File: src/sv/qvr_pkg.sv
// Shared widths, types and register codes of the quaternion vector rotation unit.
package qvr_pkg;

  localparam int COORD_WIDTH    = 16;
  localparam int QUAT_FRAC_BITS = 14;
  localparam int QUAT_WIDTH     = 16;

  localparam int CFG_ADDR_W = 4;
  localparam int CFG_DATA_W = 32;

  // q*v products, p = q*(0,v) sums, negated quaternion, p*conj(q) products and sums
  localparam int PROD1_W     = COORD_WIDTH + QUAT_WIDTH;
  localparam int P_W         = PROD1_W + 1;
  localparam int QN_W        = QUAT_WIDTH + 1;
  localparam int PROD2_W     = P_W + QN_W;
  localparam int SUM_W       = PROD2_W + 2;
  localparam int ROUND_SHIFT = 2 * QUAT_FRAC_BITS;

  localparam int VEC_BITS = 3 * COORD_WIDTH;
  localparam int TDATA_W  = ((VEC_BITS + 7) / 8) * 8;

  localparam logic [QUAT_WIDTH-1:0] QUAT_W_RESET = QUAT_WIDTH'(1 << QUAT_FRAC_BITS);
  localparam logic signed [SUM_W-1:0] ROUND_BIAS = SUM_W'(1) << (ROUND_SHIFT - 1);

  typedef enum logic [1:0] {
    REG_QUAT_W = 2'd0,
    REG_QUAT_X = 2'd1,
    REG_QUAT_Y = 2'd2,
    REG_QUAT_Z = 2'd3
  } reg_idx_t;

  typedef struct packed {
    logic [QUAT_WIDTH-1:0] z;
    logic [QUAT_WIDTH-1:0] y;
    logic [QUAT_WIDTH-1:0] x;
    logic [QUAT_WIDTH-1:0] w;
  } quat_t;

  // x in the lowest bits
  typedef struct packed {
    logic [COORD_WIDTH-1:0] z;
    logic [COORD_WIDTH-1:0] y;
    logic [COORD_WIDTH-1:0] x;
  } vec_t;

  typedef struct packed {
    logic [P_W-1:0] z;
    logic [P_W-1:0] y;
    logic [P_W-1:0] x;
    logic [P_W-1:0] w;
  } pquat_t;

  typedef struct packed {
    logic [SUM_W-1:0] z;
    logic [SUM_W-1:0] y;
    logic [SUM_W-1:0] x;
  } rsum_t;

  // valid/ready pair between pipeline sections
  typedef struct packed {
    logic valid;
  } fwd_t;

  typedef struct packed {
    logic ready;
  } bwd_t;

endpackage

File: src/sv/qvr_round_sat.sv
// Output stage: drop the fraction bits, saturate each coordinate, hold the result for transfer.
module qvr_round_sat import qvr_pkg::*; (
  input  logic  clk,
  input  logic  rst_n,
  input  fwd_t  up_fwd,
  output bwd_t  up_bwd,
  input  rsum_t in_sum,
  output fwd_t  dn_fwd,
  input  bwd_t  dn_bwd,
  output vec_t  out_rot,
  output logic  out_clip
);

  localparam logic signed [SUM_W-1:0] C_MAX = SUM_W'((1 << (COORD_WIDTH - 1)) - 1);
  localparam logic signed [SUM_W-1:0] C_MIN = ~C_MAX;

  logic signed [SUM_W-1:0]       sh [3];
  logic signed [COORD_WIDTH-1:0] sat [3];
  logic [2:0]                    hit;
  vec_t                          rot_r;
  logic                          clip_r;
  logic                          valid_r;
  logic                          adv;

  assign adv          = !valid_r || dn_bwd.ready;
  assign up_bwd.ready = adv;
  assign dn_fwd.valid = valid_r;
  assign out_rot      = rot_r;
  assign out_clip     = clip_r;

  assign sh[0] = $signed(in_sum.x) >>> ROUND_SHIFT;
  assign sh[1] = $signed(in_sum.y) >>> ROUND_SHIFT;
  assign sh[2] = $signed(in_sum.z) >>> ROUND_SHIFT;

  always_comb begin
    for (int i = 0; i < 3; i++) begin
      if (sh[i] > C_MAX) begin
        sat[i] = C_MAX[COORD_WIDTH-1:0];
        hit[i] = 1'b1;
      end else if (sh[i] < C_MIN) begin
        sat[i] = C_MIN[COORD_WIDTH-1:0];
        hit[i] = 1'b1;
      end else begin
        sat[i] = sh[i][COORD_WIDTH-1:0];
        hit[i] = 1'b0;
      end
    end
  end

  always_ff @(posedge clk) begin
    if (!rst_n) begin
      valid_r <= 1'b0;
    end else if (adv) begin
      valid_r <= up_fwd.valid;
    end
  end

  always_ff @(posedge clk) begin
    if (adv && up_fwd.valid) begin
      rot_r.x <= sat[0];
      rot_r.y <= sat[1];
      rot_r.z <= sat[2];
      clip_r  <= |hit;
    end
  end

endmodule

File: config.mk
export PLATFORM = sky130hd
export DESIGN_NAME = qvr_round_sat
export DESIGN_NICKNAME = d
export VERILOG_FILES = /design/src/sv/qvr_pkg.sv /design/src/sv/qvr_round_sat.sv
export SDC_FILE = /design/constraint.sdc
export NUM_CORES = 1
export LEC_CHECK = 0
export BUFFER_PORTS_ARGS = -buffer_cell sky130_fd_sc_hd__buf_2
export CAP_MARGIN = 25
export CORE_MARGIN = 2
export CORE_UTILIZATION = 30
export DETAILED_ROUTE_END_ITERATION = 8
export PLACE_DENSITY = 0.69
export SYNTH_ARGS = -nofsm -noshare
export SYNTH_HDL_FRONTEND = slang
export SYNTH_SLANG_ARGS = --single-unit
File: constraint.sdc
create_clock -name clk -period 2.7 [get_ports clk]
set_input_delay 0.405 -clock clk [delete_from_list [all_inputs] [get_ports clk]]
set_output_delay 0.405 -clock clk [all_outputs]
set_load 0.03 [all_outputs]
## After elaboration in Yosys (flattened, before gate mapping)

Index checks and enable logic that the tools add are counted.

- Add/subtract/negate cells: 0
- Multiply operators: 0
- Divide/modulo/power cells: 0
- Order comparisons: 6
- Equal/unequal tests: 0
- Shift operators: 0
- Multiplexer cells: 9
- Bitwise operators: 0
- Reductions and logical operators: 4

Operators by type and width:

| operator | count |
|---|---|
| > comparator 24 x 16 -> 1 bit, second input constant | 3 |
| < comparator 24 x 16 -> 1 bit, second input constant | 3 |
| 2-to-1 mux 16 bit | 3 |
| 2-to-1 mux 1 bit | 6 |
| OR reduction 3 bit | 1 |
| logical AND 1 bit | 1 |
| logical NOT 1 bit | 1 |
| logical OR 1 bit | 1 |

- Bits in registers: 50
- Bits in latches: 0
- Bits in writable memories: 0
- ROM bits: 0
- Output and inout port bits: 51
- Memories kept: 0

## Logic depth before layout (Yosys ltp)

Gate-level depths: netlist (run 1).

- Depth in word-level cells: 4
- Depth in mapped cells: 4
- Gate-level depth less buffers: 4

## Worst setup path before layout (run 1)

No wires, ideal clock.

- Path type: register -> register
- Start point: reg valid_r, in the netlist dn_fwd
- End point: reg clip_r, in the netlist out_clip, enable pin
- Data arrival time: 1.957 ns
- Path slack: 0.332 ns
- Cell stages (with the launch flop): 3
- Buffers on the path: 0
- Period minus slack after synthesis: 2.368 ns
- Cells stage by stage: dfxtp_1 nand2b_1 and2_1

- Cells in the longest elaborated chain, start to end: 3

RTL lines:

| item | RTL line | text |
|---|---|---|
| start, declared | qvr_round_sat.sv:22 | `logic valid_r;` |
| start signal, assigned | qvr_round_sat.sv:54 | `valid_r <= up_fwd.valid;` |
| logical NOT 1 bit | qvr_round_sat.sv:25 | `assign adv = !valid_r \|\| dn_bwd.ready;` |
| logical OR 1 bit | qvr_round_sat.sv:25 |  |
| named net up_bwd | qvr_round_sat.sv:6 | `output bwd_t up_bwd,` |
| logical AND 1 bit | qvr_round_sat.sv:59 | `if (adv && up_fwd.valid) begin` |
| end signal, assigned | qvr_round_sat.sv:63 | `clip_r <= \|hit;` |
| end, declared | qvr_round_sat.sv:21 | `logic clip_r;` |

The timed path passes the listed nets, and every way through them passes these cells.
A chain may end at the register's enable or synchronous reset.

## Worst setup path after layout (run 1)

- Start point: reg valid_r, in the netlist dn_fwd
- End point: reg rot_r (netlist bit out_rot[19]), enable pin

- Cells in the longest elaborated chain, start to end: 3

RTL lines:

| item | RTL line | text |
|---|---|---|
| logical NOT 1 bit | qvr_round_sat.sv:25 |  |
| logical OR 1 bit | qvr_round_sat.sv:25 |  |
| logical AND 1 bit | qvr_round_sat.sv:59 |  |
| end, declared | qvr_round_sat.sv:20 | `vec_t rot_r;` |

No other way between the ends.

==> results of run 1 <==
per-stage QoR:
step	setup WS [ns]	instances
2_1_floorplan	0.332	130
3_3_place_gp	0.961	345
3_5_place_dp	0.914	345
4_1_cts	1.11	353
5_1_grt	1.02	353
6_report	1.12	353
power by group:
part           total, mW  switching, mW  internal, mW
Sequential         0.924         0.0116         0.913
Combinational      0.309          0.200         0.109
Clock              0.521          0.244         0.277
kinds of logic (layout without fill, tap and decap cells):
family          count (synthesis)  in the layout
compound gates                 53             53
simple gates                   17             17
flops                          50             50
buf+inv                        10            137
cell type report:
class	count	area, µm²	share of cell area, %
flip-flops and latches	50	1490	50.8
repair buffers	128	658	22.4
multi-input cells	70	551	18.8
well taps	96	120	4.09
clock buffers	6	72.6	2.47
clock inverters	2	37.5	1.28
inverters	1	3.75	0.128
cells in the mapped netlist (all sizes together):
master	instances
a21boi	1
a21o	15
a21oi	3
and2	1
buf	6
clkbuf	3
dfxtp	1
edfxtp	49
inv	1
nand2b	1
nand4	6
nand4b	1
nor2	1
nor2b	1
nor4	6
o21a	31
o21ai	3
registers in the layout, summed over array words and instances, names as in the netlist:
register  count
dn_fwd        1
out_rot      48
out_clip      1
worst max-delay path, delay by kind of cell (launching register included):
family	cells	cell delay (ns)
AND/OR/NAND/NOR	2	0.68
flip-flops	1	0.33
buffers and inverters	1	0.27
layer usage:
metal | vias up | share of wire [%] | wire (µm) | GRT usage (%)
li1 | 764 | - | - | -
met1 | 734 | 43 | 2170 | 16.2
met2 | 87 | 46 | 2300 | 20.5
met3 | 6 | 10 | 514 | 3.86
met4 | 0 | 1.3 | 65 | 4.62
met5 | - | 0 | 0 | 0
worst min path at each step:
| stage | slack [ns] | cells after the start | end |
|---|---|---|---|
| after floorplan | 0.54 | 2 | dn_fwd |
| after global placement | 0.50 | 2 | dn_fwd |
| after detailed placement | 0.55 | 2 | dn_fwd |
| after CTS | 0.32 | 1 | out_rot[15] |
| after global routing | 0.31 | 1 | out_rot[47] |
| final | 0.33 | 1 | out_rot[15] |
==> impl_metrics.yaml, run 1 <==
status:
  outcome: "completed"
floorplan:
  initial_core_util_pct: 31.1
  ios: 211
  dieWidth_um: 87.9
  row_count: 30
  die-area_um2: 7730
  dieHeight_um: 87.9
  core_area_um2: 6790
logic_synthesis:
  synth-compound-area-share_pct: 19.2
  synth_top_area_cell: "edfxtp_1"
  avgSynthCellArea_um2: 16.2
  synthSimpleGateAreaFrac_pct: 6.81
  synthXorXnorAreaFrac_pct: 0
  muxShareOfSynthArea_pct: 0
  ys_seq_elements: 50
  synth_fp_nets: 290
  synth_top_family_by_area: "compound AO/OA/AOI/OAI gates"
  ys_seq_area_share_pct: 70.6
  synth_area_leaders: "edfxtp_1, o21a_1, a21o_1"
  synth_cell_types: 18
  yosysTopAreaCellShare_pct: 69.7
  syn-cell-area_um2: 2110
  synthAdderAreaFrac_pct: 0
  yosys_warnings: 0
  synth_cells: 130
setup_path:
  critPathMaxStageDelay_ns: 0.58
  reg2regPathDepth: 3
  critPathCaptureType: "flop"
  r2r_slack_ns: 1.12
  path_class: "flop to flop"
  cp-startpoint: "dn_fwd"
  cp-endpoint: "out_rot[19]"
  r2r-end: "out_rot[19]"
  critPathLaunchType: "flop"
  rr_startpoint: "dn_fwd"
  critPathArrivalTime_ns: 1.58
  critPathSlowestCell: "and2_2"
  crit_path_cell_trace: "nand2b_1 -> and2_2 -> buf_12"
  cp.required_ns: 2.70
  cp_max_fo: 25
timing:
  period_needed_ns: 1.58
  skew_ns: 0.00502
  worst_slew_pin_slew_ns: 0.776
  slew_headroom_pct: 48.3
  finalCritPeriodShare_pct: 58.5
  setup_tns_ns: 0
  hold_viol: 0
  drv_slew: 0
  setup_viol: 0
  whs_ns: 0.333
  rsz0062_at_grt: "no"
  fmax_ghz: 0.633
placement:
  place_hpwl_um: 3760
  place.gp.congestion: 0.687
  portBuffers: 126
  placed_area_um2: 2820
final_layout:
  final_cell_mix: "buf_2, edfxtp_1, o21a_1"
  nets: 416
  n_antenna_cell: 0
  drive_above_1_share_pct: 57.6
  syn_to_final_growth_pct: 38.9
  final_cell_area_um2: 2930
  final_common_cell: "buf_2"
  fillers: 648
  fin_util_pct: 43.2
clock_tree:
  cts_max_level: 2
  tritoncts: "yes"
  cts_resized: 0
  cts_setup_buffers: 0
  clock_sinks: 50
  ctsRootBufferMaster: "clkbuf_8"
  cts.reportedPaths.clkPinSlew_ns: 0.09
  postCtsHoldBufs: 0
  insertion_delay_ns: 0.30
  cts_buffer_depth: 2
  cts_buffers: 5
grt:
  grt_pass1_wl_um: 7380
  grt_max_degree: 26
  overflow: 0
  grt_pass1_vias: 1560
  track_usage_pct: 12.7
  antenna_found_initial: 0
power_and_ir_drop:
  p_leak_nw: 1.24
  power_density_nw_per_um2: 598
  finalPower_mw: 1.75
  ir_drop_uv: 323
worst_hold_path:
  worstHoldStart: "in_sum[51]"
  hold_class: "primary input to flop"
route:
  wirelength_um: 5050
  avgRoutedWirePerCell_um: 14.3
  dr_total_vias: 1591
  drtAntennaViolNets: 0
  viasPerCell: 4.51
  drt_first_pass_iters: 4
  drt_iter0_markers: 60
  drc: 0
flow_run:
  max_cap_violations: 0
(Power assumes the default switching activity.)
==> run 2: changes to the inputs <==
--- a/config.mk
+++ b/config.mk
@@ -5,12 +5,13 @@
 export SDC_FILE = /design/constraint.sdc
 export NUM_CORES = 1
 export LEC_CHECK = 0
+export ABC_AREA = 1
 export BUFFER_PORTS_ARGS = -buffer_cell sky130_fd_sc_hd__buf_2
 export CAP_MARGIN = 25
 export CORE_MARGIN = 2
 export CORE_UTILIZATION = 30
 export DETAILED_ROUTE_END_ITERATION = 8
-export PLACE_DENSITY = 0.69
+export PLACE_DENSITY = 0.71
 export SYNTH_ARGS = -nofsm -noshare
 export SYNTH_HDL_FRONTEND = slang
 export SYNTH_SLANG_ARGS = --single-unit
==> constraint.sdc (replaced) <==
create_clock -name clk -period 1.3 [get_ports clk]
set_input_delay 0.195 -clock clk [delete_from_list [all_inputs] [get_ports clk]]
set_output_delay 0.195 -clock clk [all_outputs]
set_load 0.03 [all_outputs]
==> impl_metrics.yaml, run 2 <==
setup_path:
  cp-startpoint: "dn_fwd"
  critPathLaunchType: "flop"
  critPathCaptureType: "primary output"
  critPathArrivalTime_ns: 0.91
  cp_max_fo: 3
  rr_startpoint: "dn_fwd"
  cp.required_ns: 1.11
  path_class: "flop to primary output"
timing:
  period_needed_ns: 1.11
  hold_viol: 0
  whs_ns: 0.103
  skew_ns: 0.00309
  worst_slew_pin_slew_ns: 0.469
  finalCritPeriodShare_pct: 85.2
  slew_headroom_pct: 68.7
  drv_slew: 0
  fmax_ghz: 0.902
  setup_viol: 0
  rsz0062_at_grt: "no"
final_layout:
  n_antenna_cell: 0
  fin_util_pct: 42.5
  instances_no_fill: 436
  nets: 496
  drive_above_1_share_pct: 45.1
  multiInputGateArea_um2: 611
  final_common_cell: "buf_2"
  fillers: 726
  final-seq-area_um2: 1500
  final_cell_area_um2: 3050
  largest_reg_flops: 48
  final_cell_mix: "buf_2, nor2_1, nand2_1, edfxtp_1"
  syn_to_final_growth_pct: 39.2
clock_tree:
  cts_setup_buffers: 0
  insertion_delay_ns: 0.29
  cts_resized: 0
  cts_max_level: 2
  cts.reportedPaths.clkPinSlew_ns: 0.09
  cts_buffers: 5
  postCtsHoldBufs: 0
  clock_sinks: 50
  ctsRootBufferMaster: "clkbuf_8"
  tritoncts: "yes"
  cts_buffer_depth: 2
logic_synthesis:
  synth_fp_nets: 368
  synth_cell_types: 16
  synth_async_sr_flop_share_pct: 0
  synth-edff-count: 49
  synth_common_cells: "nor2_1, edfxtp_1, nand2_1"
  yosys_warnings: 0
  ys_seq_area_share_pct: 68.0
  ys.flop_type: "edfxtp_1"
  synth_cells: 208
  synth_most_common_cell: "nor2_1"
  yosysTopAreaCellShare_pct: 67.1
  synth_area_leaders: "edfxtp_1, nor2_1, nand2_1"
  avgSynthCellArea_um2: 10.5
  synth_top_area_cell: "edfxtp_1"
  ys_seq_elements: 50
  syn-cell-area_um2: 2190
power_and_ir_drop:
  ir_drop_uv: 471
  finalPower_mw: 3.65
  p_leak_nw: 1.38
  power_density_nw_per_um2: 1200
route:
  avgRoutedWirePerCell_um: 11.5
  viasPerCell: 4.17
  drc: 0
  top_layer: "met4"
  drt_iter0_markers: 39
  drt_first_pass_iters: 3
  wirelength_um: 5010
  dr_total_vias: 1818
  wl_met3_um: 391
  wl_met1_um: 2220
  dr_wl_met2_um: 2330
  drtAntennaViolNets: 0
grt:
  grt_max_degree: 31
  grt_pass1_vias: 1660
  overflow: 0
  antenna_found_initial: 0
  grt_pass1_wl_um: 7340
  track_usage_pct: 12.0
placement:
  portBuffers: 126
  placed_area_um2: 2940
  place_hpwl_um: 3950
  place.gp.congestion: 0.689
  placed_cells: 428
floorplan:
  row_count: 31
  dieHeight_um: 89.5
  die-area_um2: 8010
  core_area_um2: 7180
  ios: 211
  dieWidth_um: 89.5
  initial_core_util_pct: 30.5
worst_hold_path:
  hold_class: "primary input to flop"
  worstHoldStart: "in_sum[103]"
status:
  outcome: "completed"
flow_run:
  max_cap_violations: 0
[run 2: cell count changes after synthesis, sizes merged, moves of 3 or more]
cell / change
nor4: -6
nand2: +49
a21o: -15
nand4: -6
o21ai: -3
o21a: -31
nor2: +86
inv: +6
[run 2: path summary, 6_finish.rpt]
path | to | slack, ns | cells after the start
max | up_bwd | 0.19 | 2
min | out_rot[31] | 0.10 | 1
max reg2reg | out_rot[8] | 0.21 | 2
min reg2reg | dn_fwd | 0.53 | 2
[run 2: logic make-up after synthesis]
logic type             share of synthesized area [%]
AND/OR/NAND/NOR                                 25.2
buffers and inverters                           4.62
AO/OA/AOI/OAI                                   2.11
flip-flops                                      68.0
[run 2: worst max-delay path, cell delays in order (launching register included)]
cell and delay, ns:
dfxtp_4 0.36, nand2_1 0.07, buf_2 0.19
[run 2: cell type report]
type / instances / area share (%)
Sequential cell: 50 / 49.0
Timing Repair Buffer: 130 / 22.5
Multi-Input combinational cell: 142 / 20.0
Tap cell: 99 / 4.06
Clock buffer: 6 / 2.38
Clock inverter: 2 / 1.23
Inverter: 7 / 0.861
[run 2: per-stage QoR]
step / setup TNS, ns / setup slack [ns]
3_5_place_dp: 0 / 0.0235
6_report: 0 / 0.192
3_3_place_gp: 0 / 0.0593
4_1_cts: 0 / 0.172
5_1_grt: 0 / 0.154
2_1_floorplan: -17.16 / -0.350
[run 2: where the power goes]
part           leakage, nW  switching (mW)  internal [mW]
clock network       0.0514           0.492          0.574
registers            0.482          0.0276           1.89
logic                0.843           0.437          0.224
total                 1.38           0.956           2.69
[run 2: routing by layer]
layer  vias up  track usage, %
li1        919               -
met1       812            15.0
met2        82            20.3
met3         5            3.05
met4         0            4.07
met5         -               0
