`src/sv/qvr_pkg.sv`:
```
// Shared widths, types and register codes of the quaternion vector rotation unit.
package qvr_pkg;

  localparam int COORD_WIDTH    = 16;
  localparam int QUAT_FRAC_BITS = 14;
  localparam int QUAT_WIDTH     = 16;

  localparam int CFG_ADDR_W = 4;
  localparam int CFG_DATA_W = 32;

  // q*v products, p = q*(0,v) sums, negated quaternion, p*conj(q) products and sums
  localparam int PROD1_W     = COORD_WIDTH + QUAT_WIDTH;
  localparam int P_W         = PROD1_W + 1;
  localparam int QN_W        = QUAT_WIDTH + 1;
  localparam int PROD2_W     = P_W + QN_W;
  localparam int SUM_W       = PROD2_W + 2;
  localparam int ROUND_SHIFT = 2 * QUAT_FRAC_BITS;

  localparam int VEC_BITS = 3 * COORD_WIDTH;
  localparam int TDATA_W  = ((VEC_BITS + 7) / 8) * 8;

  localparam logic [QUAT_WIDTH-1:0] QUAT_W_RESET = QUAT_WIDTH'(1 << QUAT_FRAC_BITS);
  localparam logic signed [SUM_W-1:0] ROUND_BIAS = SUM_W'(1) << (ROUND_SHIFT - 1);

  typedef enum logic [1:0] {
    REG_QUAT_W = 2'd0,
    REG_QUAT_X = 2'd1,
    REG_QUAT_Y = 2'd2,
    REG_QUAT_Z = 2'd3
  } reg_idx_t;

  typedef struct packed {
    logic [QUAT_WIDTH-1:0] z;
    logic [QUAT_WIDTH-1:0] y;
    logic [QUAT_WIDTH-1:0] x;
    logic [QUAT_WIDTH-1:0] w;
  } quat_t;

  // x in the lowest bits
  typedef struct packed {
    logic [COORD_WIDTH-1:0] z;
    logic [COORD_WIDTH-1:0] y;
    logic [COORD_WIDTH-1:0] x;
  } vec_t;

  typedef struct packed {
    logic [P_W-1:0] z;
    logic [P_W-1:0] y;
    logic [P_W-1:0] x;
    logic [P_W-1:0] w;
  } pquat_t;

  typedef struct packed {
    logic [SUM_W-1:0] z;
    logic [SUM_W-1:0] y;
    logic [SUM_W-1:0] x;
  } rsum_t;

  // valid/ready pair between pipeline sections
  typedef struct packed {
    logic valid;
  } fwd_t;

  typedef struct packed {
    logic ready;
  } bwd_t;

endpackage

```
`src/sv/qvr_cfg_regs.sv`:
```
// APB register file holding the rotation quaternion.
module qvr_cfg_regs import qvr_pkg::*; (
  input  logic                  clk,
  input  logic                  rst_n,
  input  logic                  psel,
  input  logic                  penable,
  input  logic                  pwrite,
  input  logic [CFG_ADDR_W-1:0] paddr,
  input  logic [CFG_DATA_W-1:0] pwdata,
  output logic [CFG_DATA_W-1:0] prdata,
  output logic                  pready,
  output quat_t                 quat
);

  quat_t    quat_r;
  quat_t    quat_nxt;
  reg_idx_t idx;
  logic     wr_en;

  assign pready = 1'b1;
  assign idx    = reg_idx_t'(paddr[CFG_ADDR_W-1:2]);
  assign wr_en  = psel & penable & pwrite & pready;
  assign quat   = quat_r;

  always_comb begin
    quat_nxt = quat_r;
    if (wr_en) begin
      case (idx)
        REG_QUAT_W: quat_nxt.w = pwdata[QUAT_WIDTH-1:0];
        REG_QUAT_X: quat_nxt.x = pwdata[QUAT_WIDTH-1:0];
        REG_QUAT_Y: quat_nxt.y = pwdata[QUAT_WIDTH-1:0];
        REG_QUAT_Z: quat_nxt.z = pwdata[QUAT_WIDTH-1:0];
        default:    quat_nxt   = quat_r;
      endcase
    end
  end

  always_ff @(posedge clk) begin
    if (!rst_n) begin
      quat_r.w <= QUAT_W_RESET;
      quat_r.x <= '0;
      quat_r.y <= '0;
      quat_r.z <= '0;
    end else begin
      quat_r <= quat_nxt;
    end
  end

  always_comb begin
    case (idx)
      REG_QUAT_W: prdata = CFG_DATA_W'(quat_r.w);
      REG_QUAT_X: prdata = CFG_DATA_W'(quat_r.x);
      REG_QUAT_Y: prdata = CFG_DATA_W'(quat_r.y);
      REG_QUAT_Z: prdata = CFG_DATA_W'(quat_r.z);
      default:    prdata = '0;
    endcase
  end

endmodule

```
`config.mk`:
```
export PLATFORM = sky130hd
export DESIGN_NAME = qvr_cfg_regs
export DESIGN_NICKNAME = d
export VERILOG_FILES = /design/src/sv/qvr_pkg.sv /design/src/sv/qvr_cfg_regs.sv
export SDC_FILE = /design/constraint.sdc
export NUM_CORES = 1
export LEC_CHECK = 0
export BUFFER_PORTS_ARGS = -buffer_cell sky130_fd_sc_hd__buf_4
export CAP_MARGIN = 20
export CORE_MARGIN = 1
export CORE_UTILIZATION = 46
export CTS_BUF_LIST = sky130_fd_sc_hd__clkbuf_16
export CTS_CLUSTER_DIAMETER = 30
export CTS_CLUSTER_SIZE = 30
export DETAILED_ROUTE_END_ITERATION = 12
export PLACE_DENSITY = 0.87
export REMOVE_ABC_BUFFERS = 1
export SLEW_MARGIN = 20
export SYNTH_ARGS = -nofsm -noshare
export SYNTH_HDL_FRONTEND = slang
export SYNTH_SLANG_ARGS = --single-unit
export TNS_END_PERCENT = 100
```
`constraint.sdc`:
```
create_clock -name clk -period 2.1 [get_ports clk]
set_input_delay 0.525 -clock clk [delete_from_list [all_inputs] [get_ports clk]]
set_output_delay 0.525 -clock clk [all_outputs]
set_load 0.05 [all_outputs]
```
== Word level (Yosys, flattened, before mapping) ==
Cells that the tools add are included.
Operators by class
  $add $sub $neg: 0
  multipliers: 0
  divide/modulo/power cells: 0
  $lt $le $gt $ge: 0
  equality and inequality tests: 3
  shift operators: 0
  muxes and demuxes: 1
  bitwise gates (word level): 2
  reduce and logical (&&, ||, !) cells: 5
Operators by type and width (number)
  32-bit one-hot mux with 4 select lines: 1
  2-bit AND reduction: 4
  2-bit equality test (second input constant): 2
  1-bit AND: 2
  2-bit by 1-bit equality test with 1-bit output (second input constant): 1
  2-bit zero test: 1
Word-level totals
  flip-flop bits (word level): 64
  latch bits: 0
  bits in writable memories: 0
  bits in read-only memories: 0
  bits of input ports: 41
  logic and storage cells: 15
  memories kept: 0

== Longest topological paths before layout ==
Gate-level depths: netlist (run 1).
  depth in word-level cells: 3
  depth in mapped cells: 5

== Least setup slack after synthesis (run 1) ==
OpenSTA, ideal clock, no wires.
  path kind: input port to output port
  start: input port paddr[2]
  end: output port prdata[10]
  arrival time: 1520 ps
  setup slack: 55 ps
  cell stages on the path: 3
  path buffers: 2
  cells stage by stage: buf_6 > buf_6 > mux4_2
Between the ends
  cells in the longest elaborated chain, start to end: 2
RTL lines
  start, declared: RTL line qvr_cfg_regs.sv:8  | input logic [CFG_ADDR_W-1:0] paddr,
  2-bit equality test (tied with other cells): RTL line qvr_cfg_regs.sv:50  | case (idx)
  32-bit one-hot mux with 4 select lines *: RTL line qvr_cfg_regs.sv:50
  end, declared: RTL line qvr_cfg_regs.sv:10  | output logic [CFG_DATA_W-1:0] prdata,
Every way passes the cells marked *; elsewhere a longest branch is shown, timed or not. The select of a mux whose other input is x is not followed.

== Final worst setup path (run 1) ==
  start: input port paddr[2]
  end: output port prdata[7]
The elaborated chain is that of the path after synthesis.

==> results.txt, run 1 <==
critical path class - input port to output port
number of I/O pins - 138
post-synthesis adder-cell area fraction - 0%
mux contribution to synthesized area - 33.91%
CTS tree - done
Yosys cell types - 16
hold depth - 2
Die W - 82.10 µm
area added between synthesis and finish - 34.29%
1st-iter DRT viols - 79
largest family of logic cells by synthesized area - multiplexers
Vias/cell - 5.056
Critical Path Sink Type - output port
DR WL/cell - 15.93 µm
status - complete, no violations
slowest library cell on the worst path - mux4_2
Worst Reg-to-Reg Cells - 2
Gate Count Post-Synth - 269
postcts setup bufs - 0
sequential cell area - 1281 µm²
Worst Skew - 0 ns
Place WS - -0.1329 ns
Yosys warnings - 0
number of global-route vias before repair - 2,118
largest net degree at the start of global routing - 42
DR pass1 iterations - 4
Hold Path End - quat[37]
core area - 6061 µm²
# rows - 28
FMAX - 487.9 MHz
GRT overflow - 0
syn_area_per_cell - 10.97 µm²
die height - 82.10 µm
Worst-path clk slew - 0.05 ns
RSZ-0062 raised after global routing - false
number of flip-flops in the largest register - 64
LEAKAGE - 1.906 nW
final instance area - 3964 µm²
grt met3 use - 5.604%
Slew Viols, Final - 0
Worst Path Buf+Inv - 2
area share of the largest cell type after synthesis - 43.41%
Nets - 409
async set or reset register ratio after synthesis - 0%
final setup vio count - 0
worst setup margin - 0.05041 ns
period utilization - 97.60%
register area share after synthesis - 43.41%
Worst Path Required - 1.57 ns
met1 Resource Use GR - 26.02%
slowest cell delay on critical path - 0.55 ns
Synth Area in Compound Gates - 0%
HP Start - quat[37]
Final Hold Fails - 0
H-tree levels - 3
arrival time at the worst endpoint - 1.52 ns
Post-synth EDFFs - 0
maxcap violations - 0
Hold/Removal Path Class - flip-flop to flip-flop
power after layout - 3.088 mW
post-synthesis register bit count - 64
dpl hpwl - 4895 µm
Post-Route WL - 7137 µm
worst-path cell chain - buf_8, mux4_2, buf_4
clk buf depth - 2
main flop type after synthesis - dfxtp_1
share of cells above drive strength 1 - 37.80%
top post-synthesis cells by area - dfxtp_1 43%, mux2i_1 22%, mux4_2 12%
met2 Usage GRT - 37.60%
post-synth design cell area - 2952 µm²
CTS sink cnt - 64
GR peak layer - met2
XOR/XNOR Fraction of Synth Area - 0%
clk root buf - clkbuf_16
TritonCTS buffer count - 9
CTS-repair resized insts - 2
maximum VDD drop - 0.5694 mV
first-pass GRT wire length - 10,650 µm
CP Launch Type - input port
Routability Congestion - 0.7206
Initial Util - 48.70%
initial antenna violation count - 0
fin util - 65.40%
Filler cells - 495
diode count - 0
worst r2r src - quat[12]
Worst R2R End - quat[12]
# port buffers - 102
Detail Route Antenna Nets - 0
DRC Markers - 0
Final min period - 2.050 ns
DIE AREA - 6740 µm²
slack of the worst reg-to-reg path - 1.42 ns
placed instance area - 3651 µm²
Pwr Density - 779.1 nW/µm²
total number of vias - 2,265
commonest non-fill, non-tap cells in the layout - 108 x buf_4, 79 x nand2_1, 64 x mux2i_1, 64 x dfxtp_1, 17 x conb_1
cts-stage hold buffer count - 0
simple-gate share of the synthesized area - 12.42%
post-synth top area cell - dfxtp_1
Crit Path Max Fanout - 20
area of the multi-input gates - 1438 µm²
worst skew pair latency - 0.31 ns
Top Family by Delay on Critical Path - multiplexers
gr usage total - 21.79%
commonest non-fill, non-tap cell in the layout - buf_4
[final cells by class]
cell class              instances  area share [%]
clock inverters                 7           2.020
flip-flops and latches         64           32.32
multi-input cells             183           36.27
repair buffers                110           21.34
well taps                      75           2.367
clock buffers                   9           5.682
[worst register-to-register path, stage by stage (launching register included)]
cell	delay, ns
dfxtp_1	0.36
nand2_1	0.07
mux2i_1	0.17
[metal layers]
layer | wire length, µm | vias to the layer above
met3 | 367 | 4
met5 | 0 | -
met1 | 2993 | 1094
met2 | 3746 | 87
li1 | - | 1080
met4 | 29 | 0
[logic make-up after synthesis]
| logic type | count (synthesis) |
|---|---|
| flops | 64 |
| simple gates | 86 |
| mux | 80 |
| other cells | 2 |
| buf+inv | 37 |
[synthesized netlist by cell type (2+ instances only)]
cell type / instances
buf_6: 7
mux2i_1: 64
nand2_1: 79
buf_12: 2
nor2b_1: 2
dfxtp_1: 64
buf_2: 3
buf_4: 18
mux4_2: 16
conb_1: 2
clkbuf_1: 7
[per-stage QoR]
step	instances	TNS, ns	hold WS (ns)
2_1_floorplan	247	0	0.6726
3_3_place_gp	432	-1.460	0.4558
3_5_place_dp	432	-1.711	0.4640
4_1_cts	448	0	0.4723
5_1_grt	448	0	0.4929
6_report	448	0	0.4746
[power breakdown]
group	internal [mW]	switching (mW)	total [mW]	leakage [nW]
Sequential	1.23	0.0125	1.24	0.517
Combinational	0.102	0.239	0.341	1.23
Clock	1.02	0.485	1.50	0.161
Total	2.35	0.736	3.09	1.91
[worst max path at each step]
stage                   from   endpoint  slack [ns]  cells past startpoint
floorplan             pwrite    quat[0]        0.08                      3
global placement    paddr[2]  prdata[7]       -0.11                      3
detailed placement  paddr[2]  prdata[7]       -0.13                      3
CTS                 paddr[2]  prdata[7]        0.04                      3
global route        paddr[2]  prdata[7]        0.02                      3
finish              paddr[2]  prdata[7]        0.05                      3
Note: power is estimated with default switching activity, not from simulation.
==> run 2: changes to the inputs <==
CTS_BUF_LIST = not set   (was sky130_fd_sc_hd__clkbuf_16)
==> run 2 against run 1 <==
  * Clock power shrank 23%
  * Critical path depth is the same
  * Sequential cell count is the same
  * Routed wire length shrank 1.7%
  * Combinational power is essentially flat
  * Via count grew 0.49%
  * Final cell count is the same
  * Global-route usage shrank 0.61 points
  * Design area shrank 2.3%
  * Critical path type unchanged
  * Largest power group is now sequential cells
  * Largest cell class unchanged
  * Register-to-register slack gained 0.03 ns
  * Maximum frequency is essentially flat
  * Setup slack gained 0.0011 ns
==> results.txt, run 2 (synthesized netlist as in run 1, its figures left out) <==
period utilization - 97.55%
core area - 6061 µm²
initial antenna violation count - 0
LEAKAGE - 1.853 nW
Detail Route Antenna Nets - 0
share of cells above drive strength 1 - 38.07%
Vias/cell - 5.080
Nets - 409
total number of vias - 2,276
worst-path cell chain - buf_8, mux4_2, buf_4
slowest library cell on the worst path - mux4_2
diode count - 0
commonest non-fill, non-tap cell in the layout - buf_4
worst skew pair latency - 0.33 ns
Place WS - -0.1329 ns
Critical Path Sink Type - output port
RSZ-0062 raised after global routing - false
gr usage total - 21.18%
GRT overflow - 0
Initial Util - 48.70%
final instance area - 3872 µm²
Hold/Removal Path Class - flip-flop to flip-flop
worst hold margin - 0.4767 ns
number of global-route vias before repair - 2,116
# rows - 28
number of I/O pins - 138
FMAX - 488.2 MHz
placed instance area - 3651 µm²
# port buffers - 102
slowest cell delay on critical path - 0.55 ns
dpl hpwl - 4895 µm
worst setup margin - 0.05150 ns
power after layout - 2.731 mW
largest net degree at the start of global routing - 42
cts-stage hold buffer count - 0
DIE AREA - 6740 µm²
Post-Route WL - 7018 µm
Final Hold Fails - 0
area added between synthesis and finish - 31.20%
clk root buf - clkbuf_8
final setup vio count - 0
Final min period - 2.049 ns
Slew Viols, Final - 0
Pwr Density - 705.1 nW/µm²
CTS tree - done
Top Family by Delay on Critical Path - multiplexers
number of flip-flops in the largest register - 64
CTS-repair resized insts - 2
Worst Path Buf+Inv - 2
setup tns final - 0 ns
DRC Markers - 0
1st-iter DRT viols - 90
maxcap violations - 0
arrival time at the worst endpoint - 1.52 ns
DR WL/cell - 15.67 µm
Routability Congestion - 0.7206
commonest non-fill, non-tap cells in the layout - 108 x buf_4, 79 x nand2_1, 64 x mux2i_1, 64 x dfxtp_1, 17 x conb_1
status - complete, no violations
Crit Path Max Fanout - 20
Worst Skew - 0 ns
critical path class - input port to output port
DR pass1 iterations - 4
clk buf depth - 2
CTS sink cnt - 64
H-tree levels - 3
Filler cells - 497
die height - 82.10 µm
CP Launch Type - input port
Die W - 82.10 µm
TritonCTS buffer count - 9
Worst-path clk slew - 0.07 ns
first-pass GRT wire length - 10,380 µm
postcts setup bufs - 0
Worst Path Required - 1.57 ns
maximum VDD drop - 0.5736 mV
## run 2: changes by cell type in the layout (fill, tap and decap cells not counted), sizes merged
cell    before  now
clkinv       2    1
clkbuf       9   13
inv          3    0
## run 2: report_power, final
part	internal [mW]	switching, mW
registers	1.23	0.0123
logic	0.102	0.238
clock network	0.701	0.447
## run 2: cell type report
class	instances	area (µm²)	share of cell area, %
repair buffers	110	845.8	21.84
multi-input cells	183	1438	37.12
clock inverters	3	65.06	1.680
flip-flops and latches	64	1281	33.09
clock buffers	13	148.9	3.845
well taps	75	93.84	2.423
## run 2: per-stage QoR
step | std cells | utilization (%)
4_1_cts | 448 | 63.89
3_3_place_gp | 432 | 60.24
5_1_grt | 448 | 63.89
2_1_floorplan | 247 | -
6_report | 448 | 63.89
3_5_place_dp | 432 | 60.24
## run 2: path summary, 6_finish.rpt
kind / to / from / cells after the start / slack, ns
max: prdata[7] / paddr[2] / 3 / 0.05
min: quat[37] / quat[37] / 2 / 0.48
max reg2reg: quat[16] / quat[16] / 2 / 1.45
min reg2reg: quat[37] / quat[37] / 2 / 0.48
## run 2: metal layers
metal / up-vias / GRT usage [%] / routed length [µm]
met5: - / 0 / 0
met2: 85 / 36.78 / 3647
met3: 9 / 3.956 / 376
met1: 1108 / 25.54 / 2911
met4: 0 / 8.947 / 82
li1: 1074 / - / -
## run 2: worst register-to-register path, cell delays in order, from the launching register on
cell and delay [ns]:
dfxtp_1 0.37, nand2_1 0.06, mux2i_1 0.14
==> run 3: changes to the inputs <==
CORE_UTILIZATION = 45   (was 46)
CTS_BUF_LIST = sky130_fd_sc_hd__clkbuf_8   (was not set)
PLACE_DENSITY = 0.86   (was 0.87)
==> run 3 against run 2 <==
  * Core utilization decreased by 3.0 points
  * Maximum frequency increased by 1.4%
  * Final cell count increased by 0.22%
  * Die area increased by 2.2%
  * Largest power group unchanged
  * Count of clock-buffer cells in the layout decreased by 1
  * Setup slack improved by 0.029 ns
  * Hold slack got worse by 0.0015 ns
  * Critical path type unchanged
  * Clock power decreased by 7%
  * Design area decreased by 0.16%
  * Critical path depth unchanged
==> results.txt, run 3 (synthesized netlist as in run 1, its figures left out) <==
status - complete, no violations
setup tns final - 0 ns
DRC Markers - 0
Vias/cell - 5.027
grt met3 use - 4.871%
area of the multi-input gates - 1438 µm²
commonest non-fill, non-tap cells in the layout - 108 x buf_4, 79 x nand2_1, 64 x mux2i_1, 64 x dfxtp_1, 17 x conb_1
Hold/Removal Path Class - flip-flop to flip-flop
number of global-route vias before repair - 2,237
first-pass GRT wire length - 11,010 µm
worst setup path start - paddr[2]
Int Power - 1.967 mW
initial antenna violation count - 0
FMAX - 495.2 MHz
fin util - 60.89%
Initial Util - 46.48%
TritonCTS buffer count - 9
worst skew pair latency - 0.32 ns
Hold Path End - quat[44]
Flop pwr share - 46.8%
Worst Path Required - 1.57 ns
Clock power frac - 40.4%
Worst R2R End - quat[32]
Critical Path Sink Type - output port
Final min period - 2.019 ns
# rows - 29
final setup vio count - 0
Detail Route Antenna Nets - 0
GR peak layer - met2
CTS sink cnt - 64
number of flip-flops in the largest register - 64
period utilization - 96.16%
Worst-path clk slew - 0.06 ns
worst r2r src - quat[32]
worst setup margin - 0.08056 ns
Worst Reg-to-Reg Cells - 2
Switching Share - 25.78%
Place WS - -0.09787 ns
met2 Usage GRT - 33.76%
Comb power frac - 12.8%
area added between synthesis and finish - 30.99%
DR WL/cell - 15.18 µm
Pwr Density - 685.6 nW/µm²
Crit Path Max Fanout - 17
largest net degree at the start of global routing - 45
core area - 6350 µm²
critical path class - input port to output port
HP Start - quat[44]
gr usage total - 20.07%
Routability Congestion - 0.7759
CP Launch Type - input port
arrival time at the worst endpoint - 1.49 ns
maxcap violations - 0
Slew Viols, Final - 0
dpl hpwl - 4694 µm
Final Hold Fails - 0
1st-iter DRT viols - 88
total number of vias - 2,257
CTS tree - done
commonest non-fill, non-tap cell in the layout - buf_4
LEAKAGE - 1.853 nW
Die W - 82.99 µm
share of cells above drive strength 1 - 38.71%
met1 Resource Use GR - 25.43%
# port buffers - 102
RSZ-0062 raised after global routing - false
Filler cells - 525
number of I/O pins - 138
DIE AREA - 6887 µm²
Switching Power - 0.6835 mW
clk buf depth - 2
Nets - 409
Post-Route WL - 6815 µm
diode count - 0
GRT overflow - 0
clk root buf - clkbuf_8
Worst Skew - 0 ns
H-tree levels - 3
DR pass1 iterations - 4
sequential cell area - 1281 µm²
hold depth - 2
slack of the worst reg-to-reg path - 1.42 ns
maximum VDD drop - 0.5150 mV
die height - 82.99 µm
run 3: final cells by class:
class / instances / area share [%]
well taps: 77 / 2.492
repair buffers: 110 / 21.88
clock inverters: 3 / 1.036
multi-input cells: 183 / 37.18
flip-flops and latches: 64 / 33.14
clock buffers: 12 / 4.272
run 3: layer usage:
metal	wire length, µm	vias to the layer above
met5	0	-
met4	42	0
met3	292	6
met2	3439	75
met1	3040	1092
li1	-	1084
run 3: power groups by stage:
| stage | clock network (mW) | logic [mW] | registers, mW |
|---|---|---|---|
| 2_1_floorplan | 0 | 0.155 | 1.32 |
| 3_3_place_gp | 0 | 0.334 | 1.27 |
| 3_5_place_dp | 0 | 0.340 | 1.27 |
| 4_1_cts | 1.09 | 0.340 | 1.24 |
| 5_1_grt | 1.16 | 0.357 | 1.24 |
| 6_report | 1.07 | 0.339 | 1.24 |
run 3: through the flow:
step	hold slack (ns)	power [mW]	instances	cell area [µm²]
finish	0.4753	2.651	449	3866
global route	0.4858	2.755	449	3866
CTS	0.4757	2.674	449	3862
detailed placement	0.4649	1.608	434	3654
global placement	0.4562	1.602	434	3654
floorplan	0.6726	1.476	247	2713
run 3: worst max-delay path by stage:
| stage | to | slack, ns | cells after the start |
|---|---|---|---|
| finish | prdata[10] | 0.08 | 3 |
| global route | prdata[10] | 0.04 | 3 |
| CTS | prdata[10] | 0.006 | 3 |
| detailed placement | prdata[10] | -0.1 | 3 |
| global placement | prdata[10] | -0.07 | 3 |
| floorplan | quat[0] | 0.08 | 3 |
run 3: worst max-delay path, cell delays in order:
cell	delay (ns)
buf_8	0.20
mux4_2	0.55
buf_4	0.21
run 3: repair_timing:
item | in CTS | in global routing
hold buffers | 0 | 0
gates resized for setup | 1 | 1
endpoints found under the setup margin | 16 | 1
buffers inserted | 0 | 0
